File: src/sv/gsc_pkg.sv
`default_nettype none
// ----------------------------------------------------------------------------
// gsc_pkg
// shared types, codes and constant tables of the gas sensor calibrate/convert core
// ----------------------------------------------------------------------------
package gsc_pkg;

   localparam int SAMPLES_AVERAGED = 16;
   localparam int ADC_FULL_SCALE   = 1024;
   localparam int FULL_SUM         = ADC_FULL_SCALE * SAMPLES_AVERAGED;

   localparam logic [29:0] MAX30   = 30'h3FFF_FFFF;
   localparam int FRAC_BITS        = 24;
   localparam int DIV_W            = 56;
   localparam int DIV_CNT_W        = 6;

   // reset values of the csr registers
   localparam logic [31:0] HEAT_WAIT_RESET = 32'd60000;
   localparam logic [31:0] READ_WAIT_RESET = 32'd1000;
   localparam logic [15:0] DIVIDER_RESET   = 16'd2516;

   typedef enum logic [1:0] {
      CSR_HEAT_WAIT   = 2'd0,
      CSR_READ_WAIT   = 2'd1,
      CSR_CLEAN_DIV   = 2'd2
   } csr_index_type;

   typedef enum logic [1:0] {
      OP_TICK = 2'd0,
      OP_CAL  = 2'd1,
      OP_READ = 2'd2
   } op_type;

   typedef enum logic [2:0] {
      STAT_NOTHING    = 3'd0,
      STAT_STARTED    = 3'd1,
      STAT_MEASURED   = 3'd2,
      STAT_NOT_CAL    = 3'd3,
      STAT_CALIBRATED = 3'd4,
      STAT_REFUSED    = 3'd5
   } status_type;

   typedef enum logic [3:0] {
      ST_IDLE,
      ST_RS_START,
      ST_DIV,
      ST_RS_END,
      ST_RS_BRANCH,
      ST_R0_END,
      ST_LOG_NORM,
      ST_LOG_SQ,
      ST_LDIFF,
      ST_MUL,
      ST_E_END,
      ST_EXP,
      ST_SHIFT,
      ST_C_END
   } state_type;

   typedef logic [FRAC_BITS:1][30:0] exp_tab_type;

   function automatic logic [63:0] isqrt64(input logic [63:0] x_in);
      logic [63:0] x;
      logic [63:0] r;
      logic [63:0] b;
      x = x_in;
      r = 64'd0;
      b = 64'h1 << 62;
      while (b > x) b = b >> 2;
      while (b != 64'd0) begin
         if (x >= r + b) begin
            x = x - (r + b);
            r = (r >> 1) + b;
         end else begin
            r = r >> 1;
         end
         b = b >> 2;
      end
      return r;
   endfunction

   // 2^(2^-i) in q1.30 by repeated truncating square roots
   function automatic exp_tab_type build_exp_tab();
      exp_tab_type t;
      logic [63:0] s;
      s = 64'h1 << 31;
      for (int i = 1; i <= FRAC_BITS; i++) begin
         s = isqrt64(s << 30);
         t[i] = s[30:0];
      end
      return t;
   endfunction

   localparam exp_tab_type EXP_TAB = build_exp_tab();

endpackage
`default_nettype wire

File: src/sv/gas_sensor_calibrate_and_convert_core.sv
`default_nettype none
// ----------------------------------------------------------------------------
// gas_sensor_calibrate_and_convert_core
// tick/calibrate/read sequencer with power-law ppm conversion
// ----------------------------------------------------------------------------
// Each request transaction gives exactly one response transaction. Ticks,
// start calls, refusals, calls before expiry and reads with no reference
// are answered straight from idle. A calibration sample keeps the sequencer
// busy for two passes of the 56-bit restoring divider (Rs, then R0; the Rs
// pass is skipped for a zero or full-scale sum). A measurement takes at most
// one divider pass for Rs, two log2 runs (up to 30 normalize shifts plus 24
// squarings each on the shared 32x32 multiplier), a divide by 25, 24
// exponent steps on the multiplier and a final divide by 10; it ends early
// with a saturated result when Rs is zero or the exponent overflows. One
// request is worked on at a time; req_stall is high while busy or stalled.
module gas_sensor_calibrate_and_convert_core (
   input  wire logic        clock,
   input  wire logic        reset,
   input  wire logic        req_valid,
   output logic             req_stall,
   input  wire logic [1:0]  req_operation,
   input  wire logic [13:0] req_adc_sum,
   output logic             rsp_valid,
   input  wire logic        rsp_stall,
   output logic [2:0]       rsp_status,
   output logic [31:0]      rsp_concentration,
   output logic             rsp_calibrating_flag,
   output logic             rsp_reading_flag,
   output logic [29:0]      rsp_r0_value,
   input  wire logic        csr_write,
   input  wire logic [1:0]  csr_index,
   input  wire logic [31:0] csr_wdata
);

   // configuration
   logic [31:0] heat_wait_ff, heat_wait_in;
   logic [31:0] read_wait_ff, read_wait_in;
   logic [15:0] divider_ff, divider_in;

   // control state
   gsc_pkg::state_type state_ff, state_in;
   gsc_pkg::state_type div_next_ff, div_next_in;
   logic        calibrating_ff, calibrating_in;
   logic        reading_ff, reading_in;
   logic [31:0] countdown_ff, countdown_in;
   logic        armed_ff, armed_in;
   logic [29:0] ref_ff, ref_in;

   // response register
   logic        rsp_valid_ff, rsp_valid_in;
   logic [2:0]  status_ff, status_in;
   logic [31:0] conc_ff, conc_in;
   logic        cal_flag_ff, cal_flag_in;
   logic        read_flag_ff, read_flag_in;
   logic [29:0] r0_out_ff, r0_out_in;

   // datapath
   logic        kind_ff, kind_in;            // 1 for a measurement
   logic [13:0] sum_ff, sum_in;
   logic [29:0] rs_ff, rs_in;
   logic [gsc_pkg::DIV_W-1:0] num_ff, num_in;
   logic [gsc_pkg::DIV_W-1:0] quo_ff, quo_in;
   logic [15:0] rem_ff, rem_in;
   logic [15:0] den_ff, den_in;
   logic [gsc_pkg::DIV_CNT_W-1:0] cnt_ff, cnt_in;
   logic [30:0] m_ff, m_in;
   logic [4:0]  p_ff, p_in;
   logic [23:0] frac_ff, frac_in;
   logic [4:0]  it_ff, it_in;
   logic        lg_sel_ff, lg_sel_in;
   logic [28:0] lg0_ff, lg0_in;
   logic [28:0] lg1_ff, lg1_in;
   logic [28:0] mag_ff, mag_in;
   logic        neg_ff, neg_in;
   logic signed [11:0] k_ff, k_in;
   logic [30:0] r_ff, r_in;

   // shared units
   logic [31:0] mul_a, mul_b;
   logic [63:0] prod;
   logic [16:0] trial;
   logic        trial_ge;

   // helpers
   logic        accept;
   logic        expired;
   logic [31:0] sum_ext;
   logic [31:0] full_minus;
   logic [31:0] t_sq;
   logic [28:0] lg_val;
   logic [29:0] ldiff;
   logic [35:0] q_adj;
   logic [35:0] e_val;
   logic signed [11:0] kk;
   logic [11:0] nsh;
   logic [gsc_pkg::DIV_W-1:0] z_val;
   logic [gsc_pkg::DIV_W-1:0] z9;
   logic [15:0] div_eff;
   logic        load_rsp;

   assign accept    = req_valid && !req_stall;
   assign req_stall = (state_ff != gsc_pkg::ST_IDLE) || (rsp_valid_ff && rsp_stall);
   assign expired   = armed_ff && (countdown_ff == 32'd0);
   assign sum_ext   = {18'd0, sum_ff};
   assign full_minus = gsc_pkg::FULL_SUM[31:0] - sum_ext;
   assign div_eff   = (divider_ff == 16'd0) ? 16'd1 : divider_ff;

   // shared multiplier
   always_comb begin
      mul_a = {1'b0, m_ff};
      mul_b = {1'b0, m_ff};
      case (state_ff)
         gsc_pkg::ST_MUL: begin
            mul_a = {3'd0, mag_ff};
            mul_b = 32'd37;
         end
         gsc_pkg::ST_EXP: begin
            mul_a = {1'b0, r_ff};
            mul_b = {1'b0, gsc_pkg::EXP_TAB[it_ff]};
         end
         default: begin
            mul_a = {1'b0, m_ff};
            mul_b = {1'b0, m_ff};
         end
      endcase
   end
   assign prod = mul_a * mul_b;

   // restoring divider step
   assign trial    = {rem_ff, num_ff[gsc_pkg::DIV_W-1]};
   assign trial_ge = trial >= {1'b0, den_ff};

   assign t_sq   = prod[61:30];
   assign lg_val = {p_ff, frac_ff[22:0], t_sq[31]};
   assign ldiff  = {1'b0, lg0_ff} - {1'b0, lg1_ff};
   assign q_adj  = quo_ff[35:0] + {35'd0, neg_ff && (rem_ff != 16'd0)};
   assign e_val  = neg_ff ? (36'd0 - q_adj) : q_adj;
   assign kk     = k_ff - 12'sd14;
   assign nsh    = 12'd0 - kk;

   always_comb begin
      if (kk >= 12'sd0) begin
         z_val = {25'd0, r_ff} << kk[4:0];
      end else if (nsh >= 12'd63) begin
         z_val = '0;
      end else begin
         z_val = {25'd0, r_ff} >> nsh[5:0];
      end
   end
   assign z9 = (z_val << 3) + z_val;

   // sequencer and datapath next state
   always_comb begin
      heat_wait_in   = heat_wait_ff;
      read_wait_in   = read_wait_ff;
      divider_in     = divider_ff;
      state_in       = state_ff;
      div_next_in    = div_next_ff;
      calibrating_in = calibrating_ff;
      reading_in     = reading_ff;
      countdown_in   = countdown_ff;
      armed_in       = armed_ff;
      ref_in         = ref_ff;
      kind_in        = kind_ff;
      sum_in         = sum_ff;
      rs_in          = rs_ff;
      num_in         = num_ff;
      quo_in         = quo_ff;
      rem_in         = rem_ff;
      den_in         = den_ff;
      cnt_in         = cnt_ff;
      m_in           = m_ff;
      p_in           = p_ff;
      frac_in        = frac_ff;
      it_in          = it_ff;
      lg_sel_in      = lg_sel_ff;
      lg0_in         = lg0_ff;
      lg1_in         = lg1_ff;
      mag_in         = mag_ff;
      neg_in         = neg_ff;
      k_in           = k_ff;
      r_in           = r_ff;
      load_rsp       = 1'b0;
      status_in      = status_ff;
      conc_in        = 32'd0;

      // csr writes
      if (csr_write) begin
         case (csr_index)
            gsc_pkg::CSR_HEAT_WAIT: heat_wait_in = csr_wdata;
            gsc_pkg::CSR_READ_WAIT: read_wait_in = csr_wdata;
            gsc_pkg::CSR_CLEAN_DIV: divider_in   = csr_wdata[15:0];
            default: ;
         endcase
      end

      case (state_ff)
         gsc_pkg::ST_IDLE: begin
            if (accept) begin
               sum_in    = req_adc_sum;
               status_in = gsc_pkg::STAT_NOTHING;
               load_rsp  = 1'b1;
               case (req_operation)
                  gsc_pkg::OP_TICK: begin
                     if (armed_ff && countdown_ff != 32'd0) begin
                        countdown_in = countdown_ff - 32'd1;
                     end
                  end
                  gsc_pkg::OP_CAL: begin
                     if (!calibrating_ff) begin
                        calibrating_in = 1'b1;
                        countdown_in   = heat_wait_ff;
                        armed_in       = 1'b1;
                        status_in      = gsc_pkg::STAT_STARTED;
                     end else if (expired) begin
                        armed_in = 1'b0;
                        kind_in  = 1'b0;
                        load_rsp = 1'b0;
                        state_in = gsc_pkg::ST_RS_START;
                     end
                  end
                  gsc_pkg::OP_READ: begin
                     if (calibrating_ff) begin
                        status_in = gsc_pkg::STAT_REFUSED;
                     end else if (!reading_ff) begin
                        reading_in   = 1'b1;
                        countdown_in = read_wait_ff;
                        armed_in     = 1'b1;
                        status_in    = gsc_pkg::STAT_STARTED;
                     end else if (expired) begin
                        // consumed and re-armed at once
                        countdown_in = read_wait_ff;
                        armed_in     = 1'b1;
                        if (ref_ff != 30'd0) begin
                           kind_in  = 1'b1;
                           load_rsp = 1'b0;
                           state_in = gsc_pkg::ST_RS_START;
                        end else begin
                           status_in = gsc_pkg::STAT_NOT_CAL;
                        end
                     end
                  end
                  default: ;
               endcase
            end
         end

         gsc_pkg::ST_RS_START: begin
            if (sum_ext >= gsc_pkg::FULL_SUM[31:0]) begin
               rs_in    = 30'd0;
               state_in = gsc_pkg::ST_RS_BRANCH;
            end else if (sum_ff == 14'd0) begin
               rs_in    = gsc_pkg::MAX30;
               state_in = gsc_pkg::ST_RS_BRANCH;
            end else begin
               num_in      = {8'd0, full_minus, 16'd0};
               den_in      = {2'd0, sum_ff};
               rem_in      = 16'd0;
               cnt_in      = '0;
               div_next_in = gsc_pkg::ST_RS_END;
               state_in    = gsc_pkg::ST_DIV;
            end
         end

         gsc_pkg::ST_DIV: begin
            rem_in = trial_ge ? (trial[15:0] - den_ff) : trial[15:0];
            quo_in = {quo_ff[gsc_pkg::DIV_W-2:0], trial_ge};
            num_in = num_ff << 1;
            cnt_in = cnt_ff + 1'b1;
            if (cnt_ff == gsc_pkg::DIV_CNT_W'(gsc_pkg::DIV_W - 1)) begin
               state_in = div_next_ff;
            end
         end

         gsc_pkg::ST_RS_END: begin
            rs_in    = (quo_ff > {26'd0, gsc_pkg::MAX30}) ? gsc_pkg::MAX30 : quo_ff[29:0];
            state_in = gsc_pkg::ST_RS_BRANCH;
         end

         gsc_pkg::ST_RS_BRANCH: begin
            if (!kind_ff) begin
               num_in      = {18'd0, rs_ff, 8'd0};
               den_in      = div_eff;
               rem_in      = 16'd0;
               cnt_in      = '0;
               div_next_in = gsc_pkg::ST_R0_END;
               state_in    = gsc_pkg::ST_DIV;
            end else if (rs_ff == 30'd0) begin
               status_in = gsc_pkg::STAT_MEASURED;
               conc_in   = 32'hFFFF_FFFF;
               load_rsp  = 1'b1;
               state_in  = gsc_pkg::ST_IDLE;
            end else begin
               m_in      = {1'b0, ref_ff};
               p_in      = 5'd30;
               lg_sel_in = 1'b0;
               state_in  = gsc_pkg::ST_LOG_NORM;
            end
         end

         gsc_pkg::ST_R0_END: begin
            ref_in         = (quo_ff > {26'd0, gsc_pkg::MAX30}) ? gsc_pkg::MAX30 : quo_ff[29:0];
            calibrating_in = 1'b0;
            status_in      = gsc_pkg::STAT_CALIBRATED;
            load_rsp       = 1'b1;
            state_in       = gsc_pkg::ST_IDLE;
         end

         gsc_pkg::ST_LOG_NORM: begin
            if (m_ff[30]) begin
               it_in    = 5'd0;
               frac_in  = 24'd0;
               state_in = gsc_pkg::ST_LOG_SQ;
            end else begin
               m_in = m_ff << 1;
               p_in = p_ff - 5'd1;
            end
         end

         gsc_pkg::ST_LOG_SQ: begin
            m_in    = t_sq[31] ? t_sq[31:1] : t_sq[30:0];
            frac_in = {frac_ff[22:0], t_sq[31]};
            it_in   = it_ff + 5'd1;
            if (it_ff == 5'(gsc_pkg::FRAC_BITS - 1)) begin
               if (!lg_sel_ff) begin
                  lg0_in    = lg_val;
                  m_in      = {1'b0, rs_ff};
                  p_in      = 5'd30;
                  lg_sel_in = 1'b1;
                  state_in  = gsc_pkg::ST_LOG_NORM;
               end else begin
                  lg1_in   = lg_val;
                  state_in = gsc_pkg::ST_LDIFF;
               end
            end
         end

         gsc_pkg::ST_LDIFF: begin
            neg_in   = ldiff[29];
            mag_in   = ldiff[29] ? 29'(30'd0 - ldiff) : ldiff[28:0];
            state_in = gsc_pkg::ST_MUL;
         end

         gsc_pkg::ST_MUL: begin
            num_in      = {21'd0, prod[34:0]};
            den_in      = 16'd25;
            rem_in      = 16'd0;
            cnt_in      = '0;
            div_next_in = gsc_pkg::ST_E_END;
            state_in    = gsc_pkg::ST_DIV;
         end

         gsc_pkg::ST_E_END: begin
            k_in     = e_val[35:24];
            frac_in  = e_val[23:0];
            r_in     = 31'h4000_0000;
            it_in    = 5'd1;
            state_in = gsc_pkg::ST_EXP;
         end

         gsc_pkg::ST_EXP: begin
            if (frac_ff[23]) begin
               r_in = prod[60:30];
            end
            frac_in = frac_ff << 1;
            it_in   = it_ff + 5'd1;
            if (it_ff == 5'(gsc_pkg::FRAC_BITS)) begin
               state_in = gsc_pkg::ST_SHIFT;
            end
         end

         gsc_pkg::ST_SHIFT: begin
            if (kk > 12'sd20) begin
               status_in = gsc_pkg::STAT_MEASURED;
               conc_in   = 32'hFFFF_FFFF;
               load_rsp  = 1'b1;
               state_in  = gsc_pkg::ST_IDLE;
            end else begin
               num_in      = z9;
               den_in      = 16'd10;
               rem_in      = 16'd0;
               cnt_in      = '0;
               div_next_in = gsc_pkg::ST_C_END;
               state_in    = gsc_pkg::ST_DIV;
            end
         end

         gsc_pkg::ST_C_END: begin
            status_in = gsc_pkg::STAT_MEASURED;
            conc_in   = (quo_ff[gsc_pkg::DIV_W-1:32] != '0) ? 32'hFFFF_FFFF : quo_ff[31:0];
            load_rsp  = 1'b1;
            state_in  = gsc_pkg::ST_IDLE;
         end

         default: begin
            state_in = gsc_pkg::ST_IDLE;
         end
      endcase
   end

   // response register: flags and r0 show the state after the transaction
   always_comb begin
      rsp_valid_in = rsp_valid_ff;
      if (load_rsp) begin
         rsp_valid_in = 1'b1;
      end else if (rsp_valid_ff && !rsp_stall) begin
         rsp_valid_in = 1'b0;
      end
      cal_flag_in  = load_rsp ? calibrating_in : cal_flag_ff;
      read_flag_in = load_rsp ? reading_in : read_flag_ff;
      r0_out_in    = load_rsp ? ref_in : r0_out_ff;
   end

   always_ff @(posedge clock) begin
      if (reset) begin
         heat_wait_ff   <= gsc_pkg::HEAT_WAIT_RESET;
         read_wait_ff   <= gsc_pkg::READ_WAIT_RESET;
         divider_ff     <= gsc_pkg::DIVIDER_RESET;
         state_ff       <= gsc_pkg::ST_IDLE;
         calibrating_ff <= 1'b0;
         reading_ff     <= 1'b0;
         countdown_ff   <= 32'd0;
         armed_ff       <= 1'b0;
         ref_ff         <= 30'd0;
         rsp_valid_ff   <= 1'b0;
      end else begin
         heat_wait_ff   <= heat_wait_in;
         read_wait_ff   <= read_wait_in;
         divider_ff     <= divider_in;
         state_ff       <= state_in;
         calibrating_ff <= calibrating_in;
         reading_ff     <= reading_in;
         countdown_ff   <= countdown_in;
         armed_ff       <= armed_in;
         ref_ff         <= ref_in;
         rsp_valid_ff   <= rsp_valid_in;
      end
   end

   always_ff @(posedge clock) begin
      div_next_ff  <= div_next_in;
      kind_ff      <= kind_in;
      sum_ff       <= sum_in;
      rs_ff        <= rs_in;
      num_ff       <= num_in;
      quo_ff       <= quo_in;
      rem_ff       <= rem_in;
      den_ff       <= den_in;
      cnt_ff       <= cnt_in;
      m_ff         <= m_in;
      p_ff         <= p_in;
      frac_ff      <= frac_in;
      it_ff        <= it_in;
      lg_sel_ff    <= lg_sel_in;
      lg0_ff       <= lg0_in;
      lg1_ff       <= lg1_in;
      mag_ff       <= mag_in;
      neg_ff       <= neg_in;
      k_ff         <= k_in;
      r_ff         <= r_in;
      if (load_rsp) begin
         status_ff <= status_in;
         conc_ff   <= conc_in;
      end
      cal_flag_ff  <= cal_flag_in;
      read_flag_ff <= read_flag_in;
      r0_out_ff    <= r0_out_in;
   end

   assign rsp_valid            = rsp_valid_ff;
   assign rsp_status           = status_ff;
   assign rsp_concentration    = conc_ff;
   assign rsp_calibrating_flag = cal_flag_ff;
   assign rsp_reading_flag     = read_flag_ff;
   assign rsp_r0_value         = r0_out_ff;

   // the response slot is empty for the whole of a long transaction
   assert property (@(posedge clock) disable iff (reset)
      (state_ff != gsc_pkg::ST_IDLE) |-> !rsp_valid_ff)
      else $error("response pending while sequencer busy");

   // a long transaction always leaves with its response loaded
   assert property (@(posedge clock) disable iff (reset)
      (state_ff != gsc_pkg::ST_IDLE) ##1 (state_ff == gsc_pkg::ST_IDLE) |-> rsp_valid_ff)
      else $error("sequencer finished without a response");

   // log mantissa stays normalized through the squaring loop
   assert property (@(posedge clock) disable iff (reset)
      (state_ff == gsc_pkg::ST_LOG_SQ) |-> m_ff[30])
      else $error("log mantissa not normalized");

   // a measurement never starts without a reference ratio
   assert property (@(posedge clock) disable iff (reset)
      (state_ff == gsc_pkg::ST_LOG_NORM) |-> (ref_ff != 30'd0))
      else $error("measurement with zero reference");

endmodule
`default_nettype wire
File: config.mk
export PLATFORM = sky130hd
export DESIGN_NAME = gas_sensor_calibrate_and_convert_core
export DESIGN_NICKNAME = d
export VERILOG_FILES = /design/src/sv/gsc_pkg.sv /design/src/sv/gas_sensor_calibrate_and_convert_core.sv
export SDC_FILE = /design/constraint.sdc
export NUM_CORES = 2
export LEC_CHECK = 0
export BUFFER_PORTS_ARGS = -buffer_cell sky130_fd_sc_hd__buf_2
export CORE_ASPECT_RATIO = 0.5
export CORE_UTILIZATION = 51
export CTS_BUF_LIST = sky130_fd_sc_hd__clkbuf_4
export DETAILED_ROUTE_END_ITERATION = 10
export PLACE_DENSITY = 0.69
export SLEW_MARGIN = 25
export SYNTH_ARGS = -nofsm -noshare
export SYNTH_HDL_FRONTEND = slang
export SYNTH_SLANG_ARGS = --single-unit
export TNS_END_PERCENT = 50
File: constraint.sdc
create_clock -name clock -period 10.27 [get_ports clock]
set_input_delay 1.5405 -clock clock [delete_from_list [all_inputs] [get_ports clock]]
set_output_delay 1.5405 -clock clock [all_outputs]
set_load 0.01 [all_outputs]
Word level (Yosys, flattened, before mapping) --
Memory sizes are Yosys's and may differ from the RTL's. A register that Yosys moved wholly into a read port is not among the register bits. Cells that the tools add are included.
Storage, ports and cells: logic and storage cells 308, ROM bits 992, output and inout port bits 69, memories kept 1, bits in registers 613, input port bits 55
Cells by class: reduce and logical (&&, ||, !) cells 56, $lt $le $gt $ge 7, shift operators 2, bitwise operators 1, muxes and demuxes 137, add/subtract/negate cells 13, eq/ne operators 54, multiply operators 1
Memories:
- (name not given) | depth 32, width 31, read ports 1, clocked after memory_dff 1, wr ports 0, RTL line gas_sensor_calibrate_and_convert_core.sv:119 | mul_b = {1'b0, gsc_pkg::EXP_TAB[it_ff]};
Operator list (count):
- 56-bit two-way mux | 6
- 32-bit two-way mux | 9
- 56-bit case mux with 5 select lines | 1
- 31-bit two-way mux | 8
- 32-bit case mux with 3 select lines | 2
- 31-bit case mux with 2 select lines | 3
- 16-bit two-way mux | 10
- 30-bit two-way mux | 4
- 24-bit case mux with 4 select lines | 1
- 31-bit case mux with 3 select lines | 1
- 16-bit case mux with 5 select lines | 1
- 4-bit two-way mux | 16
- 16-bit case mux with 4 select lines | 1
- 32-bit by 32-bit multiplier with 62-bit output | 1
- 30-bit case mux with 2 select lines | 1
- 56-bit adder | 1
- 56-bit by 30-bit greater-than comparator with 1-bit output, second input constant | 1
- 31-bit by 5-bit << shifter with 56-bit output | 1
- 31-bit by 6-bit >> shifter with 56-bit output | 1
- 2-bit != test, second input constant | 24
- 4-bit case mux with 12 select lines | 1
- 36-bit by 1-bit adder with 36-bit output | 1
- 36-bit two-way mux | 1
- 1-bit by 36-bit subtractor with 36-bit output, first input constant | 1
- other kinds (68) | 174

Depth between registers and ports, before layout --
word-level depth 9, gate-level depth with buffers 41, depth with buffers taken out 34

Worst setup path before layout --
OpenSTA, ideal clock, no wires.
path type register -> register, start reg state_ff[0], end reg m_ff[30] (data pin), path buffers 7, cell stages (with the launch flop) 38, arrival time 9.723 ns, setup time 0.258 ns, path slack 0.289 ns, cells stage by stage dfxtp_1 > clkbuf_1 > nand2_1 > nor3_1 > clkinv_1 > clkbuf_1 > nor2_1 > or3_1 > clkbuf_1 > buf_1 > nor2_1 > fa_1 > fa_1 > inv_1 > fa_1 > fa_1 > inv_1 > fa_1 > [... 2 more ...] > inv_1 > fa_1 > inv_1 > ha_1 > clkbuf_1 > a21oi_1 > o21ai_0 > nor4_1 > nand4_1 > nand2_1 > o21ai_1 > a41o_1 > xnor2_1 > clkbuf_1 > buf_2 > inv_1 > o21ai_0 > nand2_1
Between the ends: longest elaborated chain between the ends 7, elaborated cells on any way between the ends 12
Ends and longest elaborated chain:
- from (decl) | RTL line gas_sensor_calibrate_and_convert_core.sv:41 | gsc_pkg::state_type state_ff, state_in;
- from (signal assigned) | RTL line gas_sensor_calibrate_and_convert_core.sv:419 | state_ff <= gsc_pkg::ST_IDLE;
- from (signal assigned) | RTL line gas_sensor_calibrate_and_convert_core.sv:430 | state_ff <= state_in;
- 4-bit == test | RTL line gas_sensor_calibrate_and_convert_core.sv:112 | case (state_ff)
- 31-bit case mux with 2 select lines | RTL line gas_sensor_calibrate_and_convert_core.sv:112
- 32-bit by 32-bit multiplier with 62-bit output * | RTL line gas_sensor_calibrate_and_convert_core.sv:127 | assign prod = mul_a * mul_b;
- via prod[61] | RTL line gas_sensor_calibrate_and_convert_core.sv:80 | logic [63:0] prod;
- 31-bit two-way mux * | RTL line gas_sensor_calibrate_and_convert_core.sv:321 | m_in = t_sq[31] ? t_sq[31:1] : t_sq[30:0];
- 31-bit two-way mux | RTL line gas_sensor_calibrate_and_convert_core.sv:325 | if (!lg_sel_ff) begin
- 31-bit two-way mux * | RTL line gas_sensor_calibrate_and_convert_core.sv:324 | if (it_ff == 5'(gsc_pkg::FRAC_BITS - 1)) begin
- 31-bit case mux with 3 select lines * | RTL line gas_sensor_calibrate_and_convert_core.sv:197 | case (state_ff)
- to (signal assigned) | RTL line gas_sensor_calibrate_and_convert_core.sv:450 | m_ff <= m_in;
- to (decl) | RTL line gas_sensor_calibrate_and_convert_core.sv:66 | logic [30:0] m_ff, m_in;
Mark *: on every way through the listed nets, which the timed path passes. The rest lies on a longest branch. A chain may end at the register's enable or synchronous reset.

Worst setup path in the final report --
start reg state_ff[1], end reg m_ff[22] (data pin)
Between the ends: longest elaborated chain between the ends 7, elaborated cells on any way between the ends 12
Ends and longest elaborated chain (RTL line):
- 4-bit == test | gas_sensor_calibrate_and_convert_core.sv:112
- 31-bit case mux with 2 select lines | gas_sensor_calibrate_and_convert_core.sv:112
- 32-bit by 32-bit multiplier with 62-bit output | gas_sensor_calibrate_and_convert_core.sv:127
- 31-bit two-way mux | gas_sensor_calibrate_and_convert_core.sv:321
- 31-bit two-way mux | gas_sensor_calibrate_and_convert_core.sv:325
- 31-bit two-way mux | gas_sensor_calibrate_and_convert_core.sv:324
- 31-bit case mux with 3 select lines * | gas_sensor_calibrate_and_convert_core.sv:197
- via m_in[22] | gas_sensor_calibrate_and_convert_core.sv:66
Marks and branches as above.

==> reports/metrics.yaml <==
status:
  status: "finished, final reports clean"
run:
  cap_violations: 0
layout:
  area_growth_pct: 8.13
  multi_input_area_mm2: 0.0465
  final_cell_area_mm2: 0.0745
  drive_gt1_share_pct: 10.2
  nNetsFinal: 9066
  post-route-util_pct: 56.1
  regArea_mm2: 0.0175
  fill_cells: 11900
critical_path:
  critPathMaxStageDelay_ns: 0.64
  reg2reg_from: "state_ff[1]"
  crit_path_start_kind: "flip-flop"
  cp_max_fo: 43
  cp_data_required_time_ns: 11.08
  rrSetupSlack_ns: 0.35
  crit-reg2reg-capture: "m_ff[22]"
  crit_type: "flip-flop to flip-flop"
  rr_worst_depth: 30
  critPathArrivalTime_ns: 10.73
  cp_top_family: "adder cells"
  setup.worst_path.end_class: "flip-flop"
  cp_common_cell: "fa_1"
  crit_buf_inv: 5
  slowest_stage: "fa_1"
  path_depth: 30
floorplanning:
  die_x_um: 522
  initial_core_util_pct: 51.9
  io-pin-count: 124
  die_h_um: 262
  die_area_mm2: 0.137
  core_region_area_mm2: 0.133
  rows: 94
min_path:
  holdPathStages: 0
  hold_start: "quo_ff[50]"
  holdPathEnd: "quo_ff[51]"
  hold_class: "flip-flop to flip-flop"
routing:
  wire_per_inst_um: 24.5
  drcViolationCount: 0
  via_per_inst: 6.05
  dr.pass1.iters: 10
  drtAntennaViolNets: 0
  vias: 58800
  drt_iter0_markers: 7987
  drt_wl_total_um: 238000
pwr:
  powerDensity_mw_per_mm2: 71.5
  internal_power_uw: 3950
  power.switching_uw: 1370
  power_frac_seq_pct: 53.1
  leakage_uw: 0.0335
  clkPwrFrac_pct: 42.0
  ir_drop_v: 0.000120
  switching_share_pct: 25.8
  power.share.combinational_pct: 4.9
timing:
  final_max_slew_viol_count: 0
  relSlewSlack_pct: 28.5
  rsz0062_at_grt: "false"
  period_minus_slack_ns: 9.92
  setup_viol: 0
  skew_ns: 0.0959
  fmax_ghz: 0.101
  timing.final.crit_share_pct: 96.6
  worstMarginPinSlew_ns: 1.07
  tns_ns: 0
  finalHoldViolCount: 0
yosys:
  avgSynthCellArea_um2: 8.93
  ys_types: 88
  yosys.area.top_type_share_pct: 24.4
  synth-compound-area-share_pct: 12.7
  synth.area.mux_share_pct: 2.65
  synth.top_cells.by_area: "fa_1, edfxtp_1, ha_1, nand2_1, inv_1"
  synth_fa_ha_area_share_pct: 31.3
  yosysTopAreaCell: "fa_1"
  synth_edf_count: 463
  synth_xor_area_share_pct: 3.47
  ys_ff_latch: 642
  synth_nets: 8989
  ys.flop_type: "edfxtp_1"
  synth_top_family_by_area: "adder cells"
  ys_warn_count: 0
  synth-async-reset-ratio_pct: 0
  synth_area_mm2: 0.0689
  syn_inst: 7716
  synth-simple-area-share_pct: 16.7
  yosysSeqAreaShare_pct: 25.4
clocking:
  cts_buffers: 164
  max-clock-path-buffers: 3
  root_buffer: "clkbuf_4"
  insertion_delay_ns: 1.11
  htreeDepth: 4
  clkSlewWorstSetupHoldPaths_ns: 0.07
  cts_num_sinks: 642
  tritoncts: "done"
  ctsHoldBuffers: 0
place:
  hpwl_um: 189000
  place.gp.congestion: 1.07
  placed_area_mm2: 0.0722
  portBuffers: 123
grt:
  grt_pass1_vias: 56300
  grtUsageTotal_pct: 34.8
  antenna_found_initial: 8
  grt_overflow: 0
  grt_max_degree: 85
  grt_pass1_wl_um: 355000
cells in the final DEF, fill, tap and decap left out, types with 53 or more instances in the layout:
cell type / instances
nor2b_1: 77
mux2i_1: 82
buf_2: 122
nor2_1: 958
clkbuf_4: 225
xnor2_1: 178
buf_4: 234
xor2_1: 87
dfxtp_1: 178
nand2_1: 1023
edfxtp_1: 463
o21ai_0: 316
fa_1: 840
inv_1: 980
a21oi_1: 366
a22oi_1: 53
a21o_1: 77
ha_1: 378
nor3_1: 99
nand3_1: 84
per-layer routing:
| metal | GRT usage, % | vias up | share of wire, % |
|---|---|---|---|
| met5 | 0 | - | 0.0084 |
| met4 | 12.1 | 4 | 3.7 |
| met3 | 10.9 | 499 | 14 |
| met2 | 50.3 | 3720 | 42 |
| met1 | 49.2 | 28600 | 41 |
| li1 | - | 25900 | - |
synthesized netlist by cell type (all sizes together) (29+ instances only):
cell type,count
o21bai,29
a21oi,370
o22ai,41
inv,981
o22a,32
a22o,44
nand3,87
nor3,134
nand2b,39
o21ai,343
nand4,48
a31oi,52
a222oi,39
nor2,964
nor2b,77
buf,38
xor2,90
ha,378
a21o,77
clkbuf,414
mux2i,82
or2,40
nor4,48
and2,38
dfxtp,179
xnor2,183
edfxtp,463
a22oi,54
o21a,49
fa,840
a211oi,40
or3,46
nand2,1025
mux4,37
area by class of cell:
type / count / share of cell area (%)
multi-input combinational: 5637 / 62.4
sequential: 642 / 23.5
inverter: 985 / 4.97
timing repair buffer: 363 / 3.37
tap: 1776 / 2.98
clock buffer: 225 / 2.27
clock inverter: 71 / 0.541
antenna: 9 / 0.0302
metrics by stage:
step	power (µW)	hold slack, ns	worst slack (ns)	instances
CTS	5360	0.431	0.134	9695
finish	5330	0.433	0.351	9708
global placement	3140	0.431	0.248	9399
global route	5510	0.452	0.0349	9704
detailed placement	3140	0.437	0.163	9399
floorplan	3050	0.424	0.289	7716
cell families (layout without fill, tap and decap cells):
logic type / Yosys count / count (layout)
AOI/OAI and AO/OA: 1363 / 1363
xor gates and xnor gates: 273 / 273
adders and majority gates: 1218 / 1218
buffers and inverters: 1437 / 1644
DFF: 642 / 642
muxes: 134 / 134
other: 0 / 9
and+or+nand+nor: 2649 / 2649
power by group through the flow:
stage,Combinational (µW),Sequential [µW],Clock [µW]
after floorplan,168,2890,0
after global placement,252,2890,0
after detailed placement,256,2890,0
after CTS,257,2830,2270
after global routing,285,2830,2390
final,258,2830,2240
state kept, by name, summed over array words and instances (netlist names), 24 cells and up, named ones only:
signal	count
m_ff	31
frac_ff	24
lg0_ff	29
read_wait_ff	32
rsp_concentration	32
heat_wait_ff	32
num_ff	56
countdown_ff	32
r_ff	31
lg1_ff	29
rs_ff	30
rsp_r0_value	30
ref_ff	30
mag_ff	29
quo_ff	56
how the worst max path moves through the flow:
| stage | startpoint | endpoint |
|---|---|---|
| floorplan | state_ff[0] | m_ff[30] |
| global placement | state_ff[2] | m_ff[22] |
| detailed placement | state_ff[2] | m_ff[22] |
| CTS | state_ff[2] | m_ff[22] |
| global route | state_ff[3] | m_ff[29] |
| finish | state_ff[1] | m_ff[22] |
what timing repair did:
| item | CTS | global route |
|---|---|---|
| resized for setup | 0 | 21 |
| setup buffers | 0 | 4 |
| endpoints found under the setup margin | 0 | 33 |
worst reg2reg max path: cells and delay by family (launching register included):
family	cells	cell delay, ns
adder cells (fa/ha/maj)	9	4.57
AND/OR/NAND/NOR	8	2.02
AO/OA/AOI/OAI	7	1.70
buffers and inverters	5	0.85
flip-flops	1	0.35
XOR/XNOR	1	0.19
Note: power is estimated with default switching activity, not from simulation.
